File: src/design/sbq_pkg.sv
package sbq_pkg;

   localparam int SAMPLE_WIDTH = 24;
   localparam int COEF_WIDTH   = 32;
   localparam int CFRAC        = COEF_WIDTH - 4;
   localparam int PROD_WIDTH   = SAMPLE_WIDTH + COEF_WIDTH;
   // five products summed: three guard bits
   localparam int ACC_WIDTH    = PROD_WIDTH + 3;
   localparam int RND_WIDTH    = ACC_WIDTH - CFRAC;

   localparam int REQ_DATA_WIDTH = ((2 * SAMPLE_WIDTH + 7) / 8) * 8;
   localparam int RSP_DATA_WIDTH = ((2 * SAMPLE_WIDTH + 7) / 8) * 8;
   localparam int RSP_USER_WIDTH = 1;

   localparam int CSR_ADDR_WIDTH = 3;
   localparam int CSR_DATA_WIDTH = COEF_WIDTH;

   localparam logic [CSR_ADDR_WIDTH-1:0] REG_COEF_B0     = CSR_ADDR_WIDTH'(0);
   localparam logic [CSR_ADDR_WIDTH-1:0] REG_COEF_B1     = CSR_ADDR_WIDTH'(1);
   localparam logic [CSR_ADDR_WIDTH-1:0] REG_COEF_B2     = CSR_ADDR_WIDTH'(2);
   localparam logic [CSR_ADDR_WIDTH-1:0] REG_COEF_A1     = CSR_ADDR_WIDTH'(3);
   localparam logic [CSR_ADDR_WIDTH-1:0] REG_COEF_A2     = CSR_ADDR_WIDTH'(4);
   localparam logic [CSR_ADDR_WIDTH-1:0] REG_ACTIVE      = CSR_ADDR_WIDTH'(5);
   localparam logic [CSR_ADDR_WIDTH-1:0] REG_STEREO_MODE = CSR_ADDR_WIDTH'(6);

   localparam logic signed [ACC_WIDTH-1:0] ROUND_HALF = ACC_WIDTH'(1) << (CFRAC - 1);

   typedef logic signed [SAMPLE_WIDTH-1:0] sample_type;
   typedef logic signed [COEF_WIDTH-1:0]   coef_type;

   localparam sample_type SAMPLE_MAX = {1'b0, {(SAMPLE_WIDTH-1){1'b1}}};
   localparam sample_type SAMPLE_MIN = {1'b1, {(SAMPLE_WIDTH-1){1'b0}}};

   typedef struct packed {
      coef_type b0;
      coef_type b1;
      coef_type b2;
      coef_type a1;
      coef_type a2;
   } coef_set_type;

   typedef struct packed {
      coef_set_type coefs;
      logic         active;
      logic         stereo_mode;
   } cfg_type;

endpackage

File: src/design/sbq_csr.sv
module sbq_csr (
   input  logic                                 clock,
   input  logic                                 reset,
   input  logic                                 csr_wen,
   input  logic [sbq_pkg::CSR_ADDR_WIDTH-1:0]   csr_addr,
   input  logic [sbq_pkg::CSR_DATA_WIDTH-1:0]   csr_wdata,
   output sbq_pkg::cfg_type                     cfg
);

   sbq_pkg::cfg_type cfg_ff;
   sbq_pkg::cfg_type cfg_in;

   always_comb begin
      cfg_in = cfg_ff;
      if (csr_wen) begin
         unique case (csr_addr)
            sbq_pkg::REG_COEF_B0:     cfg_in.coefs.b0 = csr_wdata[sbq_pkg::COEF_WIDTH-1:0];
            sbq_pkg::REG_COEF_B1:     cfg_in.coefs.b1 = csr_wdata[sbq_pkg::COEF_WIDTH-1:0];
            sbq_pkg::REG_COEF_B2:     cfg_in.coefs.b2 = csr_wdata[sbq_pkg::COEF_WIDTH-1:0];
            sbq_pkg::REG_COEF_A1:     cfg_in.coefs.a1 = csr_wdata[sbq_pkg::COEF_WIDTH-1:0];
            sbq_pkg::REG_COEF_A2:     cfg_in.coefs.a2 = csr_wdata[sbq_pkg::COEF_WIDTH-1:0];
            sbq_pkg::REG_ACTIVE:      cfg_in.active = csr_wdata[0];
            sbq_pkg::REG_STEREO_MODE: cfg_in.stereo_mode = csr_wdata[0];
            default:                  cfg_in = cfg_ff;
         endcase
      end
   end

   always_ff @(posedge clock) begin
      if (reset) begin
         // coefficients zero, bypass, stereo
         cfg_ff <= {sbq_pkg::coef_set_type'('0), 1'b0, 1'b1};
      end else begin
         cfg_ff <= cfg_in;
      end
   end

   assign cfg = cfg_ff;

endmodule

File: config.mk
export PLATFORM = sky130hd
export DESIGN_NAME = sbq_csr
export DESIGN_NICKNAME = d
export VERILOG_FILES = /design/src/design/sbq_pkg.sv /design/src/design/sbq_csr.sv
export SDC_FILE = /design/constraint.sdc
export NUM_CORES = 1
export LEC_CHECK = 0
export BUFFER_PORTS_ARGS = -buffer_cell sky130_fd_sc_hd__buf_2
export CAP_MARGIN = 40
export CORE_UTILIZATION = 40
export CTS_CLUSTER_SIZE = 25
export DETAILED_ROUTE_END_ITERATION = 10
export PLACE_DENSITY = 0.66
export SYNTH_ARGS = -nofsm -noshare
export SYNTH_HDL_FRONTEND = slang
export SYNTH_SLANG_ARGS = --single-unit
File: constraint.sdc
create_clock -name clock -period 3.95 [get_ports clock]
set_input_delay 0.5925 -clock clock [delete_from_list [all_inputs] [get_ports clock]]
set_output_delay 0.5925 -clock clock [all_outputs]
set_load 0.01 [all_outputs]
* Word-level counts from Yosys, hierarchy flattened
Cells that the tools add are included.
** Operators by class
- Equal/unequal tests :: 6
- Reductions and logical operators :: 8
** Operators by type and width (number)
- $reduce_and A2 Y1 :: 7
- $eq A3 B3 Y1 const B :: 3
- $eq A3 B2 Y1 const B :: 2
- $eq A3 B1 Y1 const B :: 1
- $logic_not A3 Y1 :: 1
** Storage, ports and cells
- Register bits after elaboration :: 162
- Input port bits :: 38
- Output and inout port bits :: 162
- Logic and storage cells :: 21

* Depth between registers and ports, before layout
Gate-level depths: netlist (run 1).
- Word-level depth :: 2
- Mapped depth :: 5

* Least setup slack after synthesis (run 1)
Ideal clock, no wire load.
- Kind :: input-to-reg
- Start point :: input csr_addr[1] in the netlist's numbering
- End point :: register cfg_ff (netlist bit cfg[151])
- Arrival time :: 1623 ps
- Data required time :: 3828 ps
- Path slack :: 2205 ps
- Cell stages on the path :: 5
- Path buffers :: 3
- Path through :: buf_2 > or4b_4 > buf_6 > buf_12 > mux2i_1
** On the way
- Cells in the longest elaborated chain, start to end :: 2
** RTL lines
- start, declared :: RTL line sbq_csr.sv:5 : input logic [sbq_pkg::CSR_ADDR_WIDTH-1:0] csr_addr,
- $logic_not A3 Y1 :: RTL line sbq_csr.sv:16 : unique case (csr_addr)
- $reduce_and A2 Y1 (no source line)
- end signal, assigned :: RTL line sbq_csr.sv:32 : cfg_ff <= {sbq_pkg::coef_set_type'('0), 1'b0, 1'b1};
- end signal, assigned :: RTL line sbq_csr.sv:34 : cfg_ff <= cfg_in;
- end, declared :: RTL line sbq_csr.sv:10 : sbq_pkg::cfg_type cfg_ff;
No other way between the ends.
A chain may end at the register's enable or synchronous reset.

==> flow_summary.ini, run 1 <==
[outcome]
status = completed

[floorplanning]
floorplan.initialDensity = 0.4158
io_pins = 200
rows = 45
core_area_mm2 = 0.01537
die_h_um = 128.4
fp.dieW_um = 128.4
die_area_mm2 = 0.01649

[logic_synthesis]
avgSynthCellArea_um2 = 11.19
syn_nets = 609
synth_top_area_cell = dfxtp_1
synth_seq_cells = 162
ys_seq_area_frac = 0.5074
synthTopCellsByArea = dfxtp_1 (51%), mux2i_1 (25%), nand2b_1 (19%)
yosysWarnings = 0
syn-cell-area_mm2 = 0.006391
yosysTopAreaCellShare = 0.5074
syn_inst = 571
synth_cell_types = 14

[finish]
nNetsFinal = 792
largest_reg_flops = 162
instances_no_fill = 979
final_layout_size_suffix_gt1_frac = 0.3168
area_delta_synth_final_pct = 28.50

[route]
wl_met1_um = 6889
route.met3.wl_um = 1167
route.detailed.drc = 0
vias_per_cell = 4.685
dr_wl_met2_um = 7412
firstDrtPassIters = 4
highest_layer = met4
num_vias = 4587
postRouteAntennaNets = 0
first_iter_violations = 153
detail_route.wl_per_cell_um = 16.07
wl_um = 15740

[worst_setup_path]
crit_arrival_ns = 2.04
endpoint = cfg[64]$_SDFFE_PP0P_
path_cells = buf_4, buf_4, nand2b_1, mux2i_1
critPathMaxFanout = 78
critPathSlowestCell = buf_4
startpoint = reset
start_kind = primary input
worst_path_largest_cell_delay_ns = 0.46
endpoint_kind = register
worst-r2r-setup-slack_ns = 3.29
worstPathRequired_ns = 4.23
ff2ff_path_depth = 2
cpMostUsedCell = buf_4
r2r_end = cfg[100]$_SDFFE_PP0P_
worstReg2RegStart = cfg[100]$_SDFFE_PP0P_
critPathKind = primary input to register

[clocking]
clk_path_buf_depth = 2
post_cts_buffers = 0
cts_tree = built
cts.reportedPaths.clkPinSlew_ns = 0.06
numCtsBuffers = 17
cts_sinks = 162
postCtsHoldBufs = 0
post_cts_resized = 0
insertion_delay_ns = 0.42
root_buffer = clkbuf_16
htreeDepth = 4

[sta]
drv_slew = 0
fmax_mhz = 568.0
post-route-min-period_ns = 1.761
timing.setup.tns_ns = 0
fin_skew_ns = 0
fin_crit_sh = 0.4457
slew_headroom = 0.5336
max_slew.worst_pin.slew_ns = 0.6956
setup_viol = 0
rsz0062_at_grt = no
timing.hold.ws_ns = 0.4399
hold_viol = 0

[grt]
grt_max_degree = 79
antenna_found_initial = 1
grt_pass1_wl_um = 24720
globalRoute.totalOverflow = 0
grt_pass1_vias = 4651
grtUsageTotal = 0.1963

[place]
dp_cells = 946
gp_routability_congestion = 0.8043
dpl.hpwl_um = 10680
port-buffer-count = 199

[pwr]
leakagePower_uw = 0.004331
peakVddDrop_mv = 0.2895
power_density_mw_per_mm2 = 445.5

[job]
drv_cap = 0

[hold_path]
worst_hold_path_type = primary input to register
## cell type report
type	instances	area (µm²)
Timing Repair Buffer	207	1104
Multi-Input combinational cell	366	2983
Antenna cell	1	2.502
Fill cell	1368	7158
Tap cell	211	264.0
Clock inverter	14	187.7
Clock buffer	18	429.2
Sequential cell	162	3243
## cells by family after synthesis
| family | synth area share |
|---|---|
| DFF | 0.5074 |
| and+or+nand+nor | 0.2046 |
| muxes | 0.2537 |
| buffers and inverters | 0.03426 |
## layout by cell type, fill, tap and decap left out
| cell type | instances |
|---|---|
| clkbuf_1 | 1 |
| clkinv_2 | 4 |
| nor2_1 | 2 |
| dfxtp_1 | 162 |
| buf_12 | 2 |
| bufinv_16 | 4 |
| mux2i_1 | 162 |
| nand4b_1 | 3 |
| nand4bb_1 | 1 |
| clkinvlp_4 | 4 |
| nand2b_1 | 193 |
| or4b_4 | 1 |
| clkinv_4 | 1 |
| clkbuf_16 | 17 |
| nor4bb_4 | 1 |
| diode_2 | 1 |
| inv_6 | 1 |
| nand4bb_4 | 2 |
| nor4b_2 | 1 |
| buf_4 | 6 |
| buf_2 | 198 |
| buf_16 | 1 |
## cell usage after synthesis
library cell  number
nand4b_1           3
nand2b_1         193
buf_12             1
clkbuf_1          23
buf_2             15
buf_6              2
nor4bb_1           1
nor4b_1            1
or4b_4             1
mux2i_1          162
nor2_1             2
nand4bb_1          3
buf_4              2
dfxtp_1          162
## worst max-delay path: cells and delay by family
kind	cells	cell delay, ns
buf+inv	2	0.89
simple gates	1	0.37
mux	1	0.12
## how the worst min path moves through the flow
stage                     startpoint                     to  cells after the start
2_1_floorplan  cfg[115]$_SDFFE_PP0P_  cfg[115]$_SDFFE_PP0P_                      2
5_1_grt                 csr_wdata[0]    cfg[0]$_SDFFE_PP1P_                      3
3_3_place_gp   cfg[157]$_SDFFE_PP0P_  cfg[157]$_SDFFE_PP0P_                      2
3_5_place_dp   cfg[140]$_SDFFE_PP0P_  cfg[140]$_SDFFE_PP0P_                      2
6_report                csr_wdata[0]    cfg[0]$_SDFFE_PP1P_                      3
4_1_cts                 csr_wdata[0]    cfg[0]$_SDFFE_PP1P_                      3
## where the power goes
group	internal (µW)	switching, µW
logic	115	132
registers	1670	19.5
clock network	1050	668
## metal layers
metal | track usage | vias to the layer above
met5 | 0 | -
li1 | - | 2260
met2 | 0.3237 | 137
met1 | 0.2358 | 2168
met4 | 0.07405 | 0
met3 | 0.06778 | 22
## per-stage QoR
stage	setup slack [ns]	util	instance area [µm²]	total power, µW
floorplan	2.205	-	6391	1876
global placement	1.744	0.4909	7546	1967
detailed placement	1.741	0.4940	7594	1974
CTS	2.194	0.5341	8210	3696
global route	2.076	0.5341	8210	3783
finish	2.190	0.5343	8213	3659
No activity file was read; power rests on OpenSTA's default activity.
==> run 2, diff against run 1 <==
PLACE_DENSITY = 0.69   (was 0.66)
clock period = 1.5 ns   (was 3.95 ns; I/O delays follow)
==> flow_summary.ini, run 2 (same netlist as run 1, synthesis figures left out) <==
[outcome]
status = completed

[grt]
grt_pass1_vias = 4718
antenna_found_initial = 1
grt_max_degree = 57
grt_pass1_wl_um = 24790
grtUsageTotal = 0.1968
globalRoute.totalOverflow = 0

[worst_setup_path]
worst-r2r-setup-slack_ns = 0.86
worst_path_largest_cell_delay_ns = 0.37
worstReg2RegStart = cfg[54]$_SDFFE_PP0P_
path_buf_inv = 1
critPathSlowestCell = dfxtp_1
critPathKind = register to output pin
critPathMaxFanout = 2
worstPathRequired_ns = 1.27
start_kind = register
crit_arrival_ns = 0.94
ff2ff_path_depth = 2
r2r_end = cfg[54]$_SDFFE_PP0P_
path_cells = buf_2
endpoint_kind = output pin
cp_top_family = flip-flops

[pwr]
power_density_mw_per_mm2 = 1167
p_sw_uw = 2113
combPwrFrac = 0.069
peakVddDrop_mv = 0.7678
seq_power_share = 0.456
leakagePower_uw = 0.004408
switching_share = 0.2167
pwr-share-clk = 0.474
intPower_uw = 7639

[clocking]
cts_tree = built
insertion_delay_ns = 0.41
cts.reportedPaths.clkPinSlew_ns = 0.06
htreeDepth = 4
numCtsBuffers = 17
postCtsHoldBufs = 0
clk_path_buf_depth = 2
post_cts_resized = 0
root_buffer = clkbuf_16
post_cts_buffers = 0
cts_sinks = 162

[floorplanning]
rows = 45
die_h_um = 128.4
die_area_mm2 = 0.01649
io_pins = 200
fp.dieW_um = 128.4
core_area_mm2 = 0.01537
floorplan.initialDensity = 0.4158

[sta]
max_slew.worst_pin.slew_ns = 0.3548
fin_crit_sh = 0.7756
drv_slew = 0
rsz0062_at_grt = no
fmax_mhz = 859.6
fin_skew_ns = 0
timing.setup.tns_ns = 0
slew_headroom = 0.7628
post-route-min-period_ns = 1.163
hold_viol = 0
setup_viol = 0

[route]
num_vias = 4636
postRouteAntennaNets = 0
wl_um = 15740
firstDrtPassIters = 4
first_iter_violations = 127
detail_route.wl_per_cell_um = 15.90
vias_per_cell = 4.683
route.detailed.drc = 0

[finish]
layout_common_cells = buf_2 (198), nand2b_1 (193), mux2i_1 (162), dfxtp_1 (162), clkbuf_16 (17)
instances_no_fill = 990
nNetsFinal = 804
final_area_mm2 = 0.008357
num-fill-cells = 1351
area_delta_synth_final_pct = 30.76
largest_reg_flops = 162
final_layout_size_suffix_gt1_frac = 0.3248
mostFrequentLayoutCell = buf_2
antenna_cells = 0

[hold_path]
min_path_cells = 3
hold-path-endpoint = cfg[0]$_SDFFE_PP1P_
worstHoldStart = csr_wdata[0]
worst_hold_path_type = primary input to register

[place]
dp_cells = 958
gp_routability_congestion = 0.7322
place_area_mm2 = 0.007726
port-buffer-count = 199
dpl.hpwl_um = 11030

[job]
drv_cap = 0
## run 2: changes by cell type in the layout (fill, tap and decap cells not counted)
cell,delta
diode_2,-1
buf_12,+5
clkbuf_8,+3
buf_16,-1
clkbuf_1,+2
clkinv_2,-2
inv_6,-1
clkinvlp_4,-1
clkinv_4,-1
buf_4,+8
## run 2: per-layer routing
metal / GRT usage / wire, µm / vias to the layer above
met5: 0 / 13 / -
li1: - / - / 2279
met2: 0.3281 / 7499 / 138
met4: 0.07682 / 238 / 2
met3: 0.05904 / 991 / 22
met1: 0.2384 / 6996 / 2195
## run 2: power by group through the flow
stage / clock network, µW / registers [µW] / logic [µW]
global placement: 0 / 4540 / 670
floorplan: 0 / 4580 / 355
CTS: 4700 / 4450 / 685
global route: 4900 / 4460 / 729
finish: 4630 / 4450 / 675
detailed placement: 0 / 4540 / 682
## run 2: through the flow
stage / setup slack [ns] / total power, µW / hold WS [ns] / utilization
floorplan: 0.1225 / 4940 / 0.3862 / -
detailed placement: 0.08245 / 5226 / 0.4604 / 0.5026
CTS: 0.3255 / 9833 / 0.07891 / 0.5437
global placement: 0.1184 / 5210 / 0.4557 / 0.5026
global route: 0.2996 / 10090 / 0.09793 / 0.5437
finish: 0.3366 / 9752 / 0.08917 / 0.5437
## run 2: layout make-up
type / instances / area [µm²] / share of cell area
clock buffers: 23 / 478.0 / 0.05719
clock inverters: 9 / 152.6 / 0.01827
multi-input cells: 366 / 2983 / 0.3569
flip-flops and latches: 162 / 3243 / 0.3881
well taps: 211 / 264.0 / 0.03159
repair buffers: 219 / 1236 / 0.1479
## run 2: how the worst max path moves through the flow
stage / cells past startpoint / slack [ns] / endpoint / start
finish: 1 / 0.34 / cfg[54] / cfg[54]$_SDFFE_PP0P_
CTS: 1 / 0.33 / cfg[54] / cfg[54]$_SDFFE_PP0P_
global route: 1 / 0.30 / cfg[122] / cfg[122]$_SDFFE_PP0P_
global placement: 3 / 0.12 / cfg[158]$_SDFFE_PP0P_ / csr_addr[1]
detailed placement: 3 / 0.08 / cfg[159]$_SDFFE_PP0P_ / csr_addr[1]
floorplan: 5 / 0.12 / cfg[151]$_SDFFE_PP0P_ / csr_addr[1]
==> run 3, diff against run 2 <==
clock period = 0.95 ns   (was 1.5 ns; I/O delays follow)
==> flow_summary.ini, run 3 (same netlist as run 1, synthesis figures left out) <==
[worst_setup_path]
critPathKind = register to output pin
path_buf_inv = 1
start_kind = register
endpoint_kind = output pin
critPathMaxFanout = 2
crit_arrival_ns = 0.88
ff2ff_path_depth = 4
cp_top_family = flip-flops
path_cells = buf_6
critPathSlowestCell = dfxtp_2
worstPathRequired_ns = 0.81
worst_path_largest_cell_delay_ns = 0.36
crit_cells = 1

[sta]
fin_skew_ns = 0
setup_viol = 162
rsz0062_at_grt = yes
slew_headroom = 0.7613
layout_setup_ws_ns = -0.06793
hold_viol = 0
timing.setup.tns_ns = -7.578
post-route-min-period_ns = 1.018
max_slew.worst_pin.slew_ns = 0.3580
fin_crit_sh = 1.072
fmax_mhz = 982.4
drv_slew = 0

[grt]
grt_pass1_vias = 5345
globalRoute.totalOverflow = 0
grt_pass1_wl_um = 27970
grt_max_degree = 43
antenna_found_initial = 0
grtUsageTotal = 0.2197

[finish]
largest_reg_flops = 162
mostFrequentLayoutCell = nand2b_1
nNetsFinal = 897
final_layout_size_suffix_gt1_frac = 0.5855
antenna_cells = 0
layout_common_cells = nand2b_1 (192), buf_6 (163), mux2i_1 (162), dfxtp_2 (162), buf_4 (105)
area_delta_synth_final_pct = 61.04
num-fill-cells = 1103
instances_no_fill = 1082

[floorplanning]
io_pins = 200
floorplan.initialDensity = 0.4158
die_h_um = 128.4
fp.dieW_um = 128.4
die_area_mm2 = 0.01649
rows = 45
core_area_mm2 = 0.01537

[route]
wl_um = 18170
vias_per_cell = 4.751
route.detailed.drc = 0
num_vias = 5141
detail_route.wl_per_cell_um = 16.79
firstDrtPassIters = 4
postRouteAntennaNets = 0
first_iter_violations = 184

[job]
drv_cap = 0

[pwr]
power_density_mw_per_mm2 = 1535
peakVddDrop_mv = 1.208
leakagePower_uw = 0.005086

[place]
dp_cells = 981
gp_routability_congestion = 0.7545
dpl.hpwl_um = 11730
pre_cts_slack_ns = -0.3329
port-buffer-count = 199

[outcome]
violations = negative setup slack
status = finished, violations left

[clocking]
cts_tree = built
insertion_delay_ns = 0.41
htreeDepth = 4
root_buffer = clkbuf_16
cts.reportedPaths.clkPinSlew_ns = 0.06
cts_sinks = 162
clk_path_buf_depth = 2
numCtsBuffers = 17

[hold_path]
min_path_cells = 3
worst_hold_path_type = primary input to register
[run 3: per-layer routing]
metal,part of all wire,GRT usage
met1,0.41,0.2512
met3,0.065,0.06362
met2,0.51,0.3882
met5,0,0
met4,0.019,0.08097
[run 3: stage by stage]
| stage | power, µW | hold slack [ns] | area (µm²) | utilization |
|---|---|---|---|---|
| floorplan | 7834 | 0.3037 | 6518 | - |
| global placement | 8299 | 0.4173 | 7899 | 0.5139 |
| CTS | 15830 | 0.09071 | 9947 | 0.6471 |
| detailed placement | 8334 | 0.4252 | 7899 | 0.5139 |
| finish | 15800 | 0.1002 | 10290 | 0.6696 |
| global route | 16310 | 0.1052 | 10290 | 0.6696 |
[run 3: final timing paths]
kind                                end             startpoint  slack, ns
setup reg to reg  cfg[140]$_SDFFE_PP0P_  cfg[140]$_SDFFE_PP0P_       0.11
setup / recovery               cfg[138]  cfg[138]$_SDFFE_PP0P_      -0.07
hold reg to reg   cfg[161]$_SDFFE_PP0P_  cfg[161]$_SDFFE_PP0P_       0.48
hold / removal    cfg[101]$_SDFFE_PP0P_           csr_wdata[3]       0.10
[run 3: layout make-up]
type                       count  area, µm²  share of cell area
clock buffer                  19      452.9             0.04401
clock inverter                12      181.4             0.01763
multi-input combinational    366       2994              0.2909
sequential                   162       3446              0.3348
tap                          211      264.0             0.02565
timing repair buffer         312       2954              0.2870
[run 3: what timing repair did]
action | CTS | global route
gates resized for setup | 326 | 3
buffers inserted | 25 | 44
endpoints found under the setup margin | 162 | 169
gates cloned | 0 | 0
hold endpoints to repair | 1 | 0
hold buffers | 1 | 0
[run 3: report_power, final]
part / internal (µW) / switching [µW] / leakage (µW)
sequential: 6970 / 119 / 0.00139
clock: 4540 / 2740 / 0.000298
combinational: 815 / 614 / 0.00340
total: 12300 / 3470 / 0.00509
